===== src/hw/rtl/lbp_pkg.sv =====
// Shared types, register codes and sizing helpers for the 3x3 LBP code stream.
// No dependencies; imported by every module of the block.
package lbp_pkg;

  localparam int unsigned DEF_MAX_WIDTH  = 1024;
  localparam int unsigned DEF_MAX_HEIGHT = 4096;

  localparam int unsigned WIDTH_RST  = 640;
  localparam int unsigned HEIGHT_RST = 480;

  localparam int unsigned PIX_W      = 8;
  localparam int unsigned CODE_W     = 8;
  localparam int unsigned ROW_W      = 12;
  localparam int unsigned COL_W      = 10;
  localparam int unsigned CFG_W      = 13;
  localparam int unsigned CFG_IDX_W  = 1;
  localparam int unsigned CFG_WIDTH_BITS  = 11;
  localparam int unsigned CFG_HEIGHT_BITS = 13;

  localparam logic [CFG_IDX_W-1:0] REG_IMAGE_WIDTH  = 1'b0;
  localparam logic [CFG_IDX_W-1:0] REG_IMAGE_HEIGHT = 1'b1;

  localparam logic KIND_PIXEL = 1'b0;
  localparam logic KIND_FLUSH = 1'b1;

  typedef logic [PIX_W-1:0] pix_t;

  // one column of the 3x3 neighborhood
  typedef struct packed {
    pix_t top;
    pix_t mid;
    pix_t bot;
  } col_t;

  // which neighbor rows/columns fall outside the image
  typedef struct packed {
    logic top;
    logic bot;
    logic left;
    logic right;
  } border_t;

  typedef struct packed {
    logic    take;   // word enters the datapath
    logic    emit;   // word produces a code
    logic    write;  // word is a pixel stored in the line buffers
    logic    fix;    // single-row frame: center column comes from the held first pixel
    border_t border;
  } item_t;

  // clamp a programmed dimension to [1, mx]
  function automatic int unsigned sat_dim(input int unsigned v, input int unsigned mx);
    int unsigned r;
    r = v;
    if (v == 0) r = 1;
    else if (v > mx) r = mx;
    return r;
  endfunction

endpackage


===== src/hw/rtl/lbp_ctrl.sv =====
// Config registers, raster position counters and per-word decode.
// Depends on lbp_pkg.
module lbp_ctrl #(
  parameter int unsigned MAX_WIDTH  = lbp_pkg::DEF_MAX_WIDTH,
  parameter int unsigned MAX_HEIGHT = lbp_pkg::DEF_MAX_HEIGHT
) (
  input  logic                              clk_i,
  input  logic                              rst_ni,
  input  logic                              cfg_we_i,
  input  logic [lbp_pkg::CFG_IDX_W-1:0]     cfg_index_i,
  input  logic [lbp_pkg::CFG_W-1:0]         cfg_data_i,
  input  logic                              accept_i,
  input  logic                              kind_i,
  input  lbp_pkg::pix_t                     pixel_i,
  output lbp_pkg::item_t                    item_o,
  output lbp_pkg::pix_t                     pix_o,
  output logic [$clog2(MAX_WIDTH)-1:0]      addr_o,
  output logic [$clog2(MAX_WIDTH)-1:0]      em_col_o,
  output logic [$clog2(MAX_HEIGHT)-1:0]     em_row_o
);
  import lbp_pkg::*;

  localparam int unsigned CW = $clog2(MAX_WIDTH);
  localparam int unsigned RW = $clog2(MAX_HEIGHT);
  localparam int unsigned HW = $clog2(MAX_HEIGHT + 1);
  localparam int unsigned W_RST = sat_dim(WIDTH_RST, MAX_WIDTH);
  localparam int unsigned H_RST = sat_dim(HEIGHT_RST, MAX_HEIGHT);

  logic [CW-1:0] w_m1_q, w_m1_d;
  logic [HW-1:0] h_q, h_d;
  logic [RW-1:0] h_m1_q, h_m1_d;
  logic [HW-1:0] in_row_q, in_row_d;
  logic [CW-1:0] in_col_q, in_col_d;
  logic [RW-1:0] em_row_q, em_row_d;
  logic [CW-1:0] em_col_q, em_col_d;
  pix_t          first_pix_q;

  logic    pix_take, fl_take, pix_emit, frame_end;
  item_t   item;

  always_comb begin
    pix_take = (kind_i == KIND_PIXEL) && (in_row_q < h_q);
    fl_take  = (kind_i == KIND_FLUSH) && (in_row_q >= h_q);
    // a pixel emits once it is at least one row plus one pixel into the frame
    pix_emit = (in_row_q >= HW'(2)) || ((in_row_q == HW'(1)) && (in_col_q != '0));

    item.border.top   = (em_row_q == '0);
    item.border.bot   = (em_row_q == h_m1_q);
    item.border.left  = (em_col_q == '0);
    item.border.right = (em_col_q == w_m1_q);
    item.take  = pix_take || fl_take;
    item.emit  = fl_take || (pix_take && pix_emit);
    item.write = pix_take;
    // a one-row frame drains without the extra column a taller frame sees
    item.fix   = fl_take && (h_m1_q == '0) && (em_col_q == '0);
    frame_end  = item.border.bot && item.border.right;

    if (pix_take) addr_o = in_col_q;
    else if (item.border.right) addr_o = '0;
    else addr_o = em_col_q + 1'b1;

    pix_o = item.fix ? first_pix_q : pixel_i;
  end

  assign item_o   = item;
  assign em_row_o = em_row_q;
  assign em_col_o = em_col_q;

  always_comb begin
    w_m1_d   = w_m1_q;
    h_d      = h_q;
    h_m1_d   = h_m1_q;
    in_row_d = in_row_q;
    in_col_d = in_col_q;
    em_row_d = em_row_q;
    em_col_d = em_col_q;
    if (cfg_we_i) begin
      unique case (cfg_index_i)
        REG_IMAGE_WIDTH: begin
          w_m1_d = CW'(sat_dim(32'(cfg_data_i[CFG_WIDTH_BITS-1:0]), MAX_WIDTH) - 1);
        end
        REG_IMAGE_HEIGHT: begin
          h_d    = HW'(sat_dim(32'(cfg_data_i[CFG_HEIGHT_BITS-1:0]), MAX_HEIGHT));
          h_m1_d = RW'(sat_dim(32'(cfg_data_i[CFG_HEIGHT_BITS-1:0]), MAX_HEIGHT) - 1);
        end
        default: ;
      endcase
      in_row_d = '0;
      in_col_d = '0;
      em_row_d = '0;
      em_col_d = '0;
    end else if (accept_i && item.take) begin
      if (pix_take) begin
        if (in_col_q == w_m1_q) begin
          in_col_d = '0;
          in_row_d = in_row_q + 1'b1;
        end else begin
          in_col_d = in_col_q + 1'b1;
        end
      end
      if (item.emit) begin
        if (frame_end) begin
          in_row_d = '0;
          in_col_d = '0;
          em_row_d = '0;
          em_col_d = '0;
        end else if (item.border.right) begin
          em_col_d = '0;
          em_row_d = em_row_q + 1'b1;
        end else begin
          em_col_d = em_col_q + 1'b1;
        end
      end
    end
  end

  always_ff @(posedge clk_i or negedge rst_ni) begin
    if (!rst_ni) begin
      w_m1_q   <= CW'(W_RST - 1);
      h_q      <= HW'(H_RST);
      h_m1_q   <= RW'(H_RST - 1);
      in_row_q <= '0;
      in_col_q <= '0;
      em_row_q <= '0;
      em_col_q <= '0;
    end else begin
      w_m1_q   <= w_m1_d;
      h_q      <= h_d;
      h_m1_q   <= h_m1_d;
      in_row_q <= in_row_d;
      in_col_q <= in_col_d;
      em_row_q <= em_row_d;
      em_col_q <= em_col_d;
    end
  end

  always_ff @(posedge clk_i) begin
    if (accept_i && pix_take && (in_row_q == '0) && (in_col_q == '0)) begin
      first_pix_q <= pixel_i;
    end
  end

  a_in_col_range: assert property (@(posedge clk_i) disable iff (!rst_ni)
    in_col_q <= w_m1_q)
    else $error("input column past end of row");

  a_em_col_range: assert property (@(posedge clk_i) disable iff (!rst_ni)
    em_col_q <= w_m1_q)
    else $error("emit column past end of row");

  a_frame_restart: assert property (@(posedge clk_i) disable iff (!rst_ni)
    (!cfg_we_i && accept_i && item.emit && frame_end) |=>
      (in_row_q == '0) && (in_col_q == '0) && (em_row_q == '0) && (em_col_q == '0))
    else $error("counters not cleared after final code of frame");

endmodule


===== config.mk =====
export PLATFORM = sky130hd
export DESIGN_NAME = lbp_ctrl
export DESIGN_NICKNAME = d
export VERILOG_FILES = /design/src/hw/rtl/lbp_pkg.sv /design/src/hw/rtl/lbp_ctrl.sv
export SDC_FILE = /design/constraint.sdc
export NUM_CORES = 1
export LEC_CHECK = 0
export ABC_AREA = 1
export BUFFER_PORTS_ARGS = -buffer_cell sky130_fd_sc_hd__buf_4
export CAP_MARGIN = 10
export CORE_UTILIZATION = 30
export CTS_CLUSTER_SIZE = 28
export DETAILED_ROUTE_END_ITERATION = 16
export PLACE_DENSITY = 0.47
export SKIP_LAST_GASP = 1
export SLEW_MARGIN = 10
export SYNTH_ARGS = -nofsm -noshare
export SYNTH_HDL_FRONTEND = slang
export SYNTH_SLANG_ARGS = --single-unit

===== constraint.sdc =====
create_clock -name clk_i -period 3 [get_ports clk_i]
set_input_delay 0.15 -clock clk_i [delete_from_list [all_inputs] [get_ports clk_i]]
set_output_delay 0.15 -clock clk_i [all_outputs]
set_load 0.1 [all_outputs]

==> results.yml <==
yosys:
  yosys.area.top_type: "dfrtp_1"
  ys_seq_area_frac: 0.345
  synth_common_cells: "nand2_1, inv_1, nor2_1"
  synth_edf_count: 8
  yosysWarnings: 0
  yosys_most_used_dff: "dfrtp_1"
  syn_nets: 1039
  synth_cell_types: 44
  synth_area_per_cell_sq_um: 6.66
  yosysTopAreaCellShare: 0.229
  syn-cell-area_sq_um: 6570
  yosysMostFrequentCell: "nand2_1"
  async_flop_share: 0.909
  synth-seq-cells: 88
  synthCells: 987
  synthTopCellsByArea: "dfrtp_1, nand2_1, dfstp_2"
timing:
  finClkSkew_ns: 0.0112
  hold_violations: 0
  max_freq_ghz: 0.360
  tns_ns: 0
  rsz0062_at_grt: "true"
  relSlewSlack: 0.496
  tightest_slew_ns: 0.755
  drv_slew: 0
  setup_viol: 0
  fin_crit_sh: 0.925
  fin_crit_ns: 2.77
die:
  die_area_sq_um: 22500
  start_util: 0.310
  die_height_um: 150
  die_width_um: 150
  io_pins: 75
  coreArea_sq_um: 21200
  fp-row-count: 53
setup_path:
  reg2reg_slack_ns: 0.54
  cp.arrival_ns: 2.62
  crit_fanout: 9
  critical_path_class: "flop to primary output"
  cp-start-kind: "flop"
  critical_path_required_ns: 2.85
  worst_setup_path_end_kind: "primary output"
final_layout:
  fillers: 2358
  area_growth_pct: 20.5
  diodes: 0
  layout-drive-gt1-share: 0.160
  final_nets: 1119
  regArea_sq_um: 2280
  multi_input_area_sq_um: 3700
clocking:
  cts_made_buffers: 9
  htree_levels: 3
  clk_pin_slew_ns: 0.06
  clockRootBuffer: "clkbuf_16"
  cts.sinks: 88
  worstSkewPairLatency_ns: 0.36
  clock_path_buffers: 2
  cts_tree: "yes"
  postCtsSetupRepairBufs: 0
place:
  hpwl_um: 15400
  gp_congestion: 0.836
  portBuffers: 74
route:
  vias: 6250
  drt-total-wl_um: 20300
  wire_per_inst_um: 15.1
  dr.first_iter.drc_count: 322
  drtAntennaViolNets: 0
  vias_per_cell: 4.64
  drc: 0
  dr.pass1.iters: 5
flow_run:
  timing.max_cap.violations: 0
global_routing:
  grtUsageTotal: 0.193
  antenna_found_initial: 0
  grt_pass1_vias: 6115
  grt_max_degree: 48
  grt_pass1_wl_um: 33300
  overflow: 0
power:
  powerDensity_nw_per_um2: 491
  leakagePower_uw: 0.00403
  peakVddDrop_mv: 0.266
  total_power_uw: 3890
status:
  outcome: "finished clean"
worst_hold_path:
  hold_class: "input pin to flop"
==> placed cells by master (no fill, tap or decap), types with 7 or more instances in the layout <==
cell	Yosys	final
dfrtp_2	0	10
xor2_1	30	30
dlygate4sd3_1	0	9
dfstp_2	20	20
nand2_1	338	338
buf_6	1	7
inv_2	7	7
nand4_1	22	22
nor3_1	25	25
nand3_1	71	71
nor2_1	97	97
edfxtp_1	8	8
a21oi_1	21	21
dfrtp_1	60	50
o21ai_0	59	50
buf_4	5	79
ha_1	25	25
clkbuf_16	0	9
inv_1	120	118
==> flip-flops by register name, indices dropped and copies added (netlist names) <==
register,flops
h_q,13
in_row_q,13
em_row_o,12
h_m1_q,12
em_col_o,10
in_col_q,10
w_m1_q,10
first_pix_q,8
==> per-layer routing <==
layer,share of wire,track usage
met1,0.50,0.263
met2,0.45,0.313
met3,0.028,0.0241
met4,0.018,0.0662
met5,0,0
==> path summary, 6_finish.rpt <==
path | end | cells after the start | start
setup / recovery | pix_o[5] | 14 | in_row_q[12]$_DFFE_PN0P_
hold / removal | h_m1_q[6]$_DFFE_PN1P_ | 4 | cfg_data_i[6]
setup reg to reg | em_row_o[4]$_DFFE_PN0P_ | 14 | in_row_q[12]$_DFFE_PN0P_
hold reg to reg | h_q[1]$_DFFE_PN0P_ | 2 | h_q[1]$_DFFE_PN0P_
max in group asynchronous | in_row_q[0]$_DFFE_PN0P_ | 3 | rst_ni
min in group asynchronous | h_q[3]$_DFFE_PN0P_ | 2 | rst_ni
==> kinds of logic (layout without fill, tap and decap cells) <==
group / count (synthesis) / count (layout) / share of synthesized area
AND/OR/NAND/NOR: 580 / 580 / 0.378
XOR/XNOR: 34 / 34 / 0.0453
flip-flops: 88 / 88 / 0.345
multiplexers: 3 / 3 / 0.00457
buffers and inverters: 158 / 243 / 0.0966
AO/OA/AOI/OAI: 99 / 99 / 0.0830
adder cells (fa/ha/maj): 25 / 25 / 0.0476
==> report_power, final <==
part / internal (uW) / total [uW] / switching [uW]
registers: 1330 / 1440 / 112
clock network: 752 / 1260 / 504
logic: 342 / 1190 / 844
total: 2430 / 3890 / 1460
==> what timing repair did <==
| action | CTS | global route |
|---|---|---|
| gates resized for setup | 0 | 12 |
| hold buffers | 9 | 0 |
| setup endpoints to repair | 0 | 10 |
| endpoints found under the hold margin | 33 | 0 |
==> critical path, cell delays in order (launching register included) <==
cell	delay, ns
dfrtp_1	0.43
ha_1	0.32
nand2_1	0.08
nor2_2	0.19
nand2_1	0.10
clkinv_1	0.06
nand2_1	0.08
nand3_1	0.11
nand2_2	0.10
inv_1	0.14
nand2_4	0.12
inv_4	0.15
nand2_1	0.07
nand2_1	0.09
buf_6	0.23
==> cell type report <==
cell class / count / area share
well taps: 275 / 0.0435
clock inverters: 4 / 0.00885
inverters: 131 / 0.0634
clock buffers: 12 / 0.0311
repair buffers: 96 / 0.0982
multi-input cells: 741 / 0.467
flip-flops and latches: 88 / 0.288
==> through the flow <==
| step | cells | util | worst slack [ns] | instance area, sq um | hold WS [ns] |
|---|---|---|---|---|---|
| 4_1_cts | 1347 | 0.371 | 0.0994 | 7870 | 0.0863 |
| 3_5_place_dp | 1322 | 0.352 | 0.495 | 7470 | 0.226 |
| 5_1_grt | 1347 | 0.373 | -0.0122 | 7920 | 0.132 |
| 6_report | 1347 | 0.373 | 0.226 | 7920 | 0.0990 |
| 3_3_place_gp | 1322 | 0.352 | 0.490 | 7470 | 0.223 |
| 2_1_floorplan | 987 | - | -0.291 | 6610 | -0.146 |
(Power assumes the default switching activity.)
