**src/hw/rtl/lbp_pkg.sv**
```systemverilog
// Shared types, register codes and sizing helpers for the 3x3 LBP code stream.
// No dependencies; imported by every module of the block.
package lbp_pkg;

  localparam int unsigned DEF_MAX_WIDTH  = 1024;
  localparam int unsigned DEF_MAX_HEIGHT = 4096;

  localparam int unsigned WIDTH_RST  = 640;
  localparam int unsigned HEIGHT_RST = 480;

  localparam int unsigned PIX_W      = 8;
  localparam int unsigned CODE_W     = 8;
  localparam int unsigned ROW_W      = 12;
  localparam int unsigned COL_W      = 10;
  localparam int unsigned CFG_W      = 13;
  localparam int unsigned CFG_IDX_W  = 1;
  localparam int unsigned CFG_WIDTH_BITS  = 11;
  localparam int unsigned CFG_HEIGHT_BITS = 13;

  localparam logic [CFG_IDX_W-1:0] REG_IMAGE_WIDTH  = 1'b0;
  localparam logic [CFG_IDX_W-1:0] REG_IMAGE_HEIGHT = 1'b1;

  localparam logic KIND_PIXEL = 1'b0;
  localparam logic KIND_FLUSH = 1'b1;

  typedef logic [PIX_W-1:0] pix_t;

  // one column of the 3x3 neighborhood
  typedef struct packed {
    pix_t top;
    pix_t mid;
    pix_t bot;
  } col_t;

  // which neighbor rows/columns fall outside the image
  typedef struct packed {
    logic top;
    logic bot;
    logic left;
    logic right;
  } border_t;

  typedef struct packed {
    logic    take;   // word enters the datapath
    logic    emit;   // word produces a code
    logic    write;  // word is a pixel stored in the line buffers
    logic    fix;    // single-row frame: center column comes from the held first pixel
    border_t border;
  } item_t;

  // clamp a programmed dimension to [1, mx]
  function automatic int unsigned sat_dim(input int unsigned v, input int unsigned mx);
    int unsigned r;
    r = v;
    if (v == 0) r = 1;
    else if (v > mx) r = mx;
    return r;
  endfunction

endpackage

```
**src/hw/rtl/lbp_code.sv**
```systemverilog
// Column stage, 3x3 window, neighbor compare and output register with handshake.
// Depends on lbp_pkg; column taps come from lbp_line_buf.
module lbp_code #(
  parameter int unsigned MAX_WIDTH  = lbp_pkg::DEF_MAX_WIDTH,
  parameter int unsigned MAX_HEIGHT = lbp_pkg::DEF_MAX_HEIGHT
) (
  input  logic                          clk_i,
  input  logic                          rst_ni,
  input  logic                          accept_i,
  input  lbp_pkg::item_t                item_i,
  input  lbp_pkg::pix_t                 pix_i,
  input  logic [$clog2(MAX_HEIGHT)-1:0] em_row_i,
  input  logic [$clog2(MAX_WIDTH)-1:0]  em_col_i,
  input  lbp_pkg::pix_t                 col_top_i,
  input  lbp_pkg::pix_t                 col_mid_i,
  input  logic                          out_stall_i,
  output logic                          ready_o,
  output logic                          out_valid_o,
  output logic [lbp_pkg::CODE_W-1:0]    code_o,
  output logic [lbp_pkg::ROW_W-1:0]     out_row_o,
  output logic [lbp_pkg::COL_W-1:0]     out_col_o,
  output logic                          frame_last_o
);
  import lbp_pkg::*;

  localparam int unsigned CW = $clog2(MAX_WIDTH);
  localparam int unsigned RW = $clog2(MAX_HEIGHT);

  logic          s1_valid_q, s1_valid_d;
  logic          s1_emit_q;
  logic          s1_fix_q;
  border_t       s1_border_q;
  pix_t          s1_pix_q;
  logic [RW-1:0] s1_row_q;
  logic [CW-1:0] s1_col_q;

  col_t col_a_q, col_b_q;
  col_t cur, win_b;
  pix_t ctr;
  logic [CODE_W-1:0] code;

  logic out_valid_q, out_valid_d;
  logic [CODE_W-1:0] code_q;
  logic [ROW_W-1:0]  row_q;
  logic [COL_W-1:0]  col_q;
  logic              last_q;

  logic load, s1_move, out_ready;

  always_comb begin
    out_ready = !out_valid_q || !out_stall_i;
    s1_move   = s1_valid_q && (!s1_emit_q || out_ready);
    ready_o   = !s1_valid_q || s1_move;
    load      = accept_i && item_i.take;
  end

  // window: col_a is column-1, win_b the center column, cur column+1
  always_comb begin
    cur.top = col_top_i;
    cur.mid = col_mid_i;
    cur.bot = s1_pix_q;
    win_b   = col_b_q;
    if (s1_fix_q) win_b.mid = s1_pix_q;
    ctr = win_b.mid;

    code[7] = !s1_border_q.top && !s1_border_q.left  && (col_a_q.top > ctr);
    code[6] = !s1_border_q.top                       && (win_b.top   > ctr);
    code[5] = !s1_border_q.top && !s1_border_q.right && (cur.top     > ctr);
    code[4] = !s1_border_q.right                     && (cur.mid     > ctr);
    code[3] = !s1_border_q.bot && !s1_border_q.right && (cur.bot     > ctr);
    code[2] = !s1_border_q.bot                       && (win_b.bot   > ctr);
    code[1] = !s1_border_q.bot && !s1_border_q.left  && (col_a_q.bot > ctr);
    code[0] = !s1_border_q.left                      && (col_a_q.mid > ctr);
  end

  always_comb begin
    s1_valid_d = s1_valid_q;
    if (load) s1_valid_d = 1'b1;
    else if (s1_move) s1_valid_d = 1'b0;

    out_valid_d = out_valid_q;
    if (s1_move && s1_emit_q) out_valid_d = 1'b1;
    else if (out_ready) out_valid_d = 1'b0;
  end

  always_ff @(posedge clk_i or negedge rst_ni) begin
    if (!rst_ni) begin
      s1_valid_q  <= 1'b0;
      out_valid_q <= 1'b0;
    end else begin
      s1_valid_q  <= s1_valid_d;
      out_valid_q <= out_valid_d;
    end
  end

  always_ff @(posedge clk_i) begin
    if (load) begin
      s1_emit_q   <= item_i.emit;
      s1_fix_q    <= item_i.fix;
      s1_border_q <= item_i.border;
      s1_pix_q    <= pix_i;
      s1_row_q    <= em_row_i;
      s1_col_q    <= em_col_i;
    end
    if (s1_move) begin
      col_a_q <= win_b;
      col_b_q <= cur;
    end
    if (s1_move && s1_emit_q) begin
      code_q <= code;
      row_q  <= ROW_W'(s1_row_q);
      col_q  <= COL_W'(s1_col_q);
      last_q <= s1_border_q.bot && s1_border_q.right;
    end
  end

  assign out_valid_o  = out_valid_q;
  assign code_o       = code_q;
  assign out_row_o    = row_q;
  assign out_col_o    = col_q;
  assign frame_last_o = last_q;

  a_no_s1_overwrite: assert property (@(posedge clk_i) disable iff (!rst_ni)
    (load && s1_valid_q) |-> s1_move)
    else $error("column stage overwritten while holding a word");

  a_no_out_overwrite: assert property (@(posedge clk_i) disable iff (!rst_ni)
    (out_valid_q && out_stall_i) |-> !(s1_move && s1_emit_q))
    else $error("result register overwritten while stalled");

  a_emit_reaches_out: assert property (@(posedge clk_i) disable iff (!rst_ni)
    (s1_move && s1_emit_q) |=> out_valid_q)
    else $error("emitting word did not reach the result register");

endmodule

```
**config.mk**
```make
export PLATFORM = sky130hd
export DESIGN_NAME = lbp_code
export DESIGN_NICKNAME = d
export VERILOG_FILES = /design/src/hw/rtl/lbp_pkg.sv /design/src/hw/rtl/lbp_code.sv
export SDC_FILE = /design/constraint.sdc
export NUM_CORES = 1
export LEC_CHECK = 0
export ABC_CLOCK_PERIOD_IN_PS = 3600
export BUFFER_PORTS_ARGS = -buffer_cell sky130_fd_sc_hd__buf_2
export CORE_MARGIN = 5
export CORE_UTILIZATION = 50
export CTS_BUF_LIST = sky130_fd_sc_hd__clkbuf_16
export DETAILED_ROUTE_END_ITERATION = 8
export PLACE_DENSITY_LB_ADDON = 0.3
export REMOVE_ABC_BUFFERS = 1
export SLEW_MARGIN = 5
export SYNTH_ARGS = -nofsm -noshare
export SYNTH_HDL_FRONTEND = slang
export SYNTH_SLANG_ARGS = --single-unit
```
**constraint.sdc**
```tcl
create_clock -name clk_i -period 3.6 [get_ports clk_i]
set_input_delay 0.54 -clock clk_i [delete_from_list [all_inputs] [get_ports clk_i]]
set_output_delay 0.54 -clock clk_i [all_outputs]
set_load 0.01 [all_outputs]
```
==> flow_summary.json, run 1 <==
{
  "crit_start": "s1_fix_q",
  "min_period_ns": 2.65,
  "hp-start": "pix_i[6]",
  "layout.nets": 553,
  "switchingPower_uw": 861,
  "post_cts_buffers": 0,
  "die_h_um": 112,
  "routedWlPerCell_um": 16.2,
  "clockBufferDepth": 2,
  "synth_compound_area_frac": 0.0719,
  "syn_inst": 320,
  "tns_ns": 0,
  "final_cell_mix": "edfxtp_1, buf_2, ha_1, a21oi_1",
  "gp_congestion": 0.782,
  "p_int_mw": 2.78,
  "r2r_start": "s1_fix_q",
  "overflow": 0,
  "die_area_um2": 12500,
  "yosys_warnings": 0,
  "htreeDepth": 4,
  "crit_type": "reg -> reg",
  "place_ws_ns": 0.967,
  "outcome": "finished, final reports clean",
  "synth_xor_area_frac": 0,
  "worstMarginPinSlew_ns": 1.11,
  "cts_tree": "done",
  "critPathLaunchType": "flop",
  "wl_um": 9390,
  "drt_iter0_markers": 109,
  "post-route-util": 0.631,
  "area_growth_pct": 24.4,
  "cp.arrival_ns": 2.81,
  "syn_area_per_cell_um2": 16.2,
  "multiInputGateArea_um2": 1620,
  "fmax_ghz": 0.377,
  "postRouteAntennaNets": 0,
  "clk_pin_slew_worst_paths_ns": 0.06,
  "routed_via_density": 5.21,
  "relSlewSlack": 0.258,
  "sw_frac_of_total": 0.237,
  "yosys_register_bits": 117,
  "drtPass1Iterations": 5,
  "syn-cell-area_um2": 5170,
  "clock_sinks": 117,
  "regArea_um2": 3500,
  "synth-simple-area-share": 0.0651,
  "power_density_nw_per_um2": 566,
  "track_usage": 0.162,
  "antenna_cells": 0,
  "synthArstFlopShare": 0.0171,
  "crit_fanout": 9,
  "cp-end-kind": "flop",
  "antenna_found_initial": 0,
  "stdcell_area_um2": 6430,
  "dp.cells": 547,
  "clk_latency_ns": 0.41,
  "hold_path.class": "in -> reg",
  "final.period_utilization": 0.736,
  "final_cells": 580,
  "first_global_vias": 3386,
  "grt_max_degree": 49,
  "hpwl_um": 6840,
  "dpl_cell_area_um2": 5820,
  "root_buffer": "clkbuf_16",
  "ios": 91,
  "drc_errors": 0,
  "fin_hold_ws_ns": 0.300,
  "synth_top_family_by_area": "adder cells",
  "seq_area_frac_synth": 0.678,
  "n_fill_cell": 783,
  "die_x_um": 112,
  "grt_setup_unrepaired": "no",
  "hold_viol_final": 0,
  "finalClockSkew_ns": 0.00701,
  "max-vdd-ir-drop_mv": 0.414,
  "fin_ws_ns": 0.949,
  "synth_mux_area_frac": 0.0157,
  "ys.flop_type": "edfxtp_1",
  "seqPwrFrac": 0.445,
  "start_util": 0.507,
  "cap_violations": 0,
  "vias": 3021,
  "post_synth_num_cell_types": 18,
  "required_ns": 3.76,
  "rows": 37,
  "coreArea_um2": 10200,
  "finalSetupViolations": 0,
  "synth_adder_area_share": 0.155,
  "comb_power_share": 0.097,
  "io_buffer_count": 89,
  "clkPwrFrac": 0.458,
  "synth_edf_count": 115,
  "drv_slew": 0,
  "finalPower_mw": 3.64,
  "layout_commonest_cell": "edfxtp_1",
  "drive_gt1_frac": 0.322,
  "grt_pass1_wl_um": 15700,
  "leakage_nw": 2.63,
  "cts_buffers": 17
}
==> final cells by class <==
cell class / count / area share
sequential: 117 / 0.545
multi-input combinational: 185 / 0.251
timing repair buffer: 93 / 0.0743
clock buffer: 17 / 0.0662
clock inverter: 15 / 0.0267
tap: 136 / 0.0265
inverter: 17 / 0.00993
==> Yosys cell counts, types with 2 or more instances <==
| library cell | number | area share |
|---|---|---|
| nand4_1 | 17 | 0.021 |
| nor2b_4 | 8 | 0.021 |
| nand2_1 | 13 | 0.0094 |
| o211ai_2 | 8 | 0.019 |
| o21ai_0 | 8 | 0.0077 |
| mux2i_1 | 7 | 0.014 |
| nor3_1 | 4 | 0.0039 |
| a21oi_1 | 33 | 0.032 |
| nor2_1 | 12 | 0.0087 |
| edfxtp_1 | 115 | 0.67 |
| dfrtp_1 | 2 | 0.0097 |
| ha_1 | 64 | 0.15 |
| o21a_1 | 8 | 0.012 |
| inv_1 | 17 | 0.012 |
==> worst max-delay path, stage by stage, from the launching register on <==
cell and delay, ns:
edfxtp_1 0.60, mux2i_1 0.85, ha_1 0.40, a21oi_1 0.18
o21ai_0 0.15, o21a_1 0.21
==> path summary, 6_finish.rpt <==
kind	slack, ns	depth (start not counted)	end
worst max-delay path	0.95	5	code_o[3]
worst min-delay path	0.30	1	s1_pix_q[6]
worst max register to register	0.95	5	code_o[3]
worst min register to register	0.42	0	out_col_o[5]
max in group asynchronous	3.07	2	out_valid_o
min in group asynchronous	0.44	2	s1_valid_q
==> cells by family after synthesis <==
| group | Yosys count |
|---|---|
| DFF | 117 |
| adders and majority gates | 64 |
| AOI/OAI and AO/OA | 58 |
| and+or+nand+nor | 55 |
| buffers and inverters | 18 |
| muxes | 8 |
==> routing by layer <==
metal | vias up | wire length (um) | GRT usage
met5 | - | 0 | 0
met4 | 0 | 200 | 0.0779
met3 | 15 | 435 | 0.0484
met2 | 70 | 4900 | 0.277
met1 | 1454 | 3850 | 0.186
li1 | 1482 | - | -
==> power by group through the flow <==
| stage | logic (mW) | registers [mW] | clock network, mW |
|---|---|---|---|
| after CTS | 0.362 | 1.62 | 1.69 |
| after global routing | 0.400 | 1.63 | 1.78 |
| final | 0.354 | 1.62 | 1.67 |
| after floorplan | 0.228 | 1.65 | 0 |
| after detailed placement | 0.358 | 1.65 | 0 |
| after global placement | 0.336 | 1.64 | 0 |
==> flip-flops by register name (all words and copies together), names as in the netlist <==
| name | flops |
|---|---|
| col_a_q | 24 |
| col_b_q | 24 |
| out_row_o | 12 |
| s1_row_q | 12 |
| out_col_o | 10 |
| s1_col_q | 10 |
| code_o | 8 |
| s1_pix_q | 8 |
| s1_border_q | 4 |
| frame_last_o | 1 |
| out_valid_o | 1 |
| s1_emit_q | 1 |
| s1_fix_q | 1 |
| s1_valid_q | 1 |
==> timing repair <==
item                       in CTS  in global routing
hold buffers                    1                  0
resized for setup               0                  0
hold endpoints to repair        2                  0
setup endpoints to repair       0                  0
Note: power is estimated with default switching activity, not from simulation.
==> run 2, diff against run 1 <==
--- a/config.mk
+++ b/config.mk
@@ -5,7 +5,8 @@
 export SDC_FILE = /design/constraint.sdc
 export NUM_CORES = 1
 export LEC_CHECK = 0
-export ABC_CLOCK_PERIOD_IN_PS = 3600
+export ABC_AREA = 1
+export ABC_CLOCK_PERIOD_IN_PS = 2300
 export BUFFER_PORTS_ARGS = -buffer_cell sky130_fd_sc_hd__buf_2
 export CORE_MARGIN = 5
 export CORE_UTILIZATION = 50
==> constraint.sdc (replaced) <==
create_clock -name clk_i -period 2.3 [get_ports clk_i]
set_input_delay 0.345 -clock clk_i [delete_from_list [all_inputs] [get_ports clk_i]]
set_output_delay 0.345 -clock clk_i [all_outputs]
set_load 0.01 [all_outputs]
==> run 2 against run 1 <==
  * Area after synthesis up 1.8%
  * First-iteration DRC count increased by 28%
  * Non-clock buffer count increased by 10
  * Critical path depth increased by 1
  * Core utilization rose by 0.98 points
  * Power rose by 55%
  * Sequential share of layout area shrank 1.3 points
  * Routed wire length up 5.6%
  * Final area rose by 2.5%
  * Worst setup slack got worse by 0.82 ns
  * Register-to-register slack worse by 0.82 ns
==> flow_summary.json, run 2 <==
{
  "outcome": "finished, final reports clean",
  "synth.most_common_cell": "edfxtp_1",
  "crit_type": "reg -> reg",
  "final_cell_mix": "edfxtp_1, nand2_1, buf_2, ha_1, inv_1",
  "reg_top3": "col_a_q: 24 flops, col_b_q: 24 flops",
  "cp.arrival_ns": 2.32,
  "area_growth_pct": 25.2,
  "first_global_vias": 3597,
  "gp_congestion": 0.763,
  "hpwl_um": 7050,
  "crit_fanout": 16,
  "fmax_ghz": 0.462,
  "grt_max_degree": 49,
  "finalSetupViolations": 0,
  "die_x_um": 113,
  "cap_violations": 0,
  "die_h_um": 113,
  "hold_path.class": "in -> reg",
  "clock_sinks": 117,
  "routedWlPerCell_um": 14.5,
  "drtPass1Iterations": 4,
  "drt_iter0_markers": 140,
  "clockBufferDepth": 2,
  "grt_pass1_wl_um": 16600,
  "cp-end-kind": "flop",
  "drc_errors": 0,
  "final.period_utilization": 0.942,
  "syn-cell-area_um2": 5260,
  "relSlewSlack": 0.694,
  "synth_edf_count": 115,
  "grt_setup_unrepaired": "no",
  "wl_um": 9920,
  "ios": 91,
  "cts_buffers": 17,
  "crit_chain": "o21ai_0, buf_4, ha_1, a21o_1, nor2_1, a21oi_1",
  "syn_inst": 414,
  "synth_top_area_cell": "edfxtp_1",
  "die_area_um2": 12700,
  "max-vdd-ir-drop_mv": 0.541,
  "power_density_nw_per_um2": 854,
  "htreeDepth": 4,
  "required_ns": 2.46,
  "root_buffer": "clkbuf_16",
  "tns_ns": 0,
  "clk_pin_slew_worst_paths_ns": 0.06,
  "regArea_um2": 3500,
  "n_fill_cell": 779,
  "yosysTopAreaCellShare": 0.656,
  "critPathLaunchType": "flop",
  "yosys_warnings": 0,
  "io_buffer_count": 89,
  "hold_viol_final": 0,
  "slowest_stage": "edfxtp_1",
  "yosys_register_bits": 117,
  "layout.nets": 657,
  "ys.flop_type": "edfxtp_1",
  "final_cells": 684,
  "worstMarginPinSlew_ns": 0.459,
  "track_usage": 0.171,
  "syn_area_per_cell_um2": 12.7,
  "cpPeakStageDelay_ns": 0.58,
  "routed_via_density": 4.85,
  "post_synth_num_cell_types": 11,
  "layout_commonest_cell": "edfxtp_1",
  "coreArea_um2": 10300,
  "crit_buf_inv": 1,
  "drive_gt1_frac": 0.245,
  "synthTopCellsByCount": "edfxtp_1, nand2_1, ha_1",
  "seq_area_frac_synth": 0.666,
  "leakage_nw": 2.98,
  "clk_latency_ns": 0.41,
  "start_util": 0.512,
  "postRouteAntennaNets": 0,
  "dp.cells": 651,
  "rows": 37,
  "synthArstFlopShare": 0.0171,
  "min_period_ns": 2.17,
  "overflow": 0,
  "cpLargestDelayFamily": "compound AO/OA/AOI/OAI gates",
  "cts_tree": "done",
  "antenna_cells": 0,
  "synth.area.top_cells": "edfxtp_1, ha_1, nand2_1",
  "drv_slew": 0,
  "multiInputGateArea_um2": 1550,
  "vias": 3319,
  "finalClockSkew_ns": 0.00583,
  "antenna_found_initial": 0
}
## run 2: cell count changes after synthesis, moves of 8 or more
cell	before	now
nand4_1	17	0
nor2_1	12	34
a21oi_1	33	25
a21o_1	0	8
inv_1	17	54
o21a_1	8	0
nor2b_4	8	0
nand2_1	13	99
o211ai_2	8	0
## run 2: cell families (layout without fill, tap and decap cells)
kind of cell / after synthesis / count (layout) / share of synthesized area
compound gates: 40 / 40 / 0.0418
fa+ha+maj: 64 / 64 / 0.152
buf+inv: 55 / 189 / 0.0407
flops: 117 / 117 / 0.666
simple gates: 138 / 138 / 0.0996
## run 2: metal layers
metal  global-route usage  routed length, um  vias up
met2                0.291               5150       77
met3               0.0609                530       16
met4               0.0761                169        0
met1                0.193               4070     1543
met5                    0                  0        -
li1                     -                  -     1683
## run 2: layout make-up
class / count / share of cell area
Clock buffer: 17 / 0.0646
Clock inverter: 15 / 0.0217
Inverter: 54 / 0.0308
Multi-Input combinational cell: 242 / 0.236
Sequential cell: 117 / 0.532
Tap cell: 136 / 0.0258
Timing Repair Buffer: 103 / 0.0896
## run 2: final timing paths
check | cells after the start | end | from | slack [ns]
worst max-delay path | 6 | code_o[6] | s1_fix_q | 0.13
worst min-delay path | 1 | s1_col_q[8] | em_col_i[8] | 0.10
worst max register to register | 6 | code_o[6] | s1_fix_q | 0.13
worst min register to register | 0 | out_row_o[2] | s1_row_q[2] | 0.42
max in group asynchronous | 2 | out_valid_o | rst_ni | 1.95
min in group asynchronous | 2 | s1_valid_q | rst_ni | 0.25
## run 2: report_power, final
group | switching, mW | total, mW | internal [mW] | leakage (nW)
sequential | 0.0446 | 2.53 | 2.48 | 1.10
combinational | 0.343 | 0.584 | 0.242 | 1.61
clock | 1.00 | 2.51 | 1.51 | 0.271
## run 2: what timing repair did
action,in CTS,in global routing
gates resized for setup,0,1
hold buffers,1,0
endpoints found under the hold margin,2,0
endpoints found under the setup margin,0,2
setup buffers,0,0
## run 2: through the flow
step | power, mW | setup slack (ns) | hold slack [ns] | utilization | cell area (um^2)
2_1_floorplan | 2.92 | 0.0243 | 0.0494 | - | 5250
3_3_place_gp | 3.11 | 0.244 | 0.131 | 0.585 | 6010
3_5_place_dp | 3.15 | 0.194 | 0.133 | 0.585 | 6010
4_1_cts | 5.68 | 0.139 | 0.0864 | 0.641 | 6590
5_1_grt | 5.89 | 0.0161 | 0.0765 | 0.641 | 6590
6_report | 5.62 | 0.134 | 0.102 | 0.641 | 6590
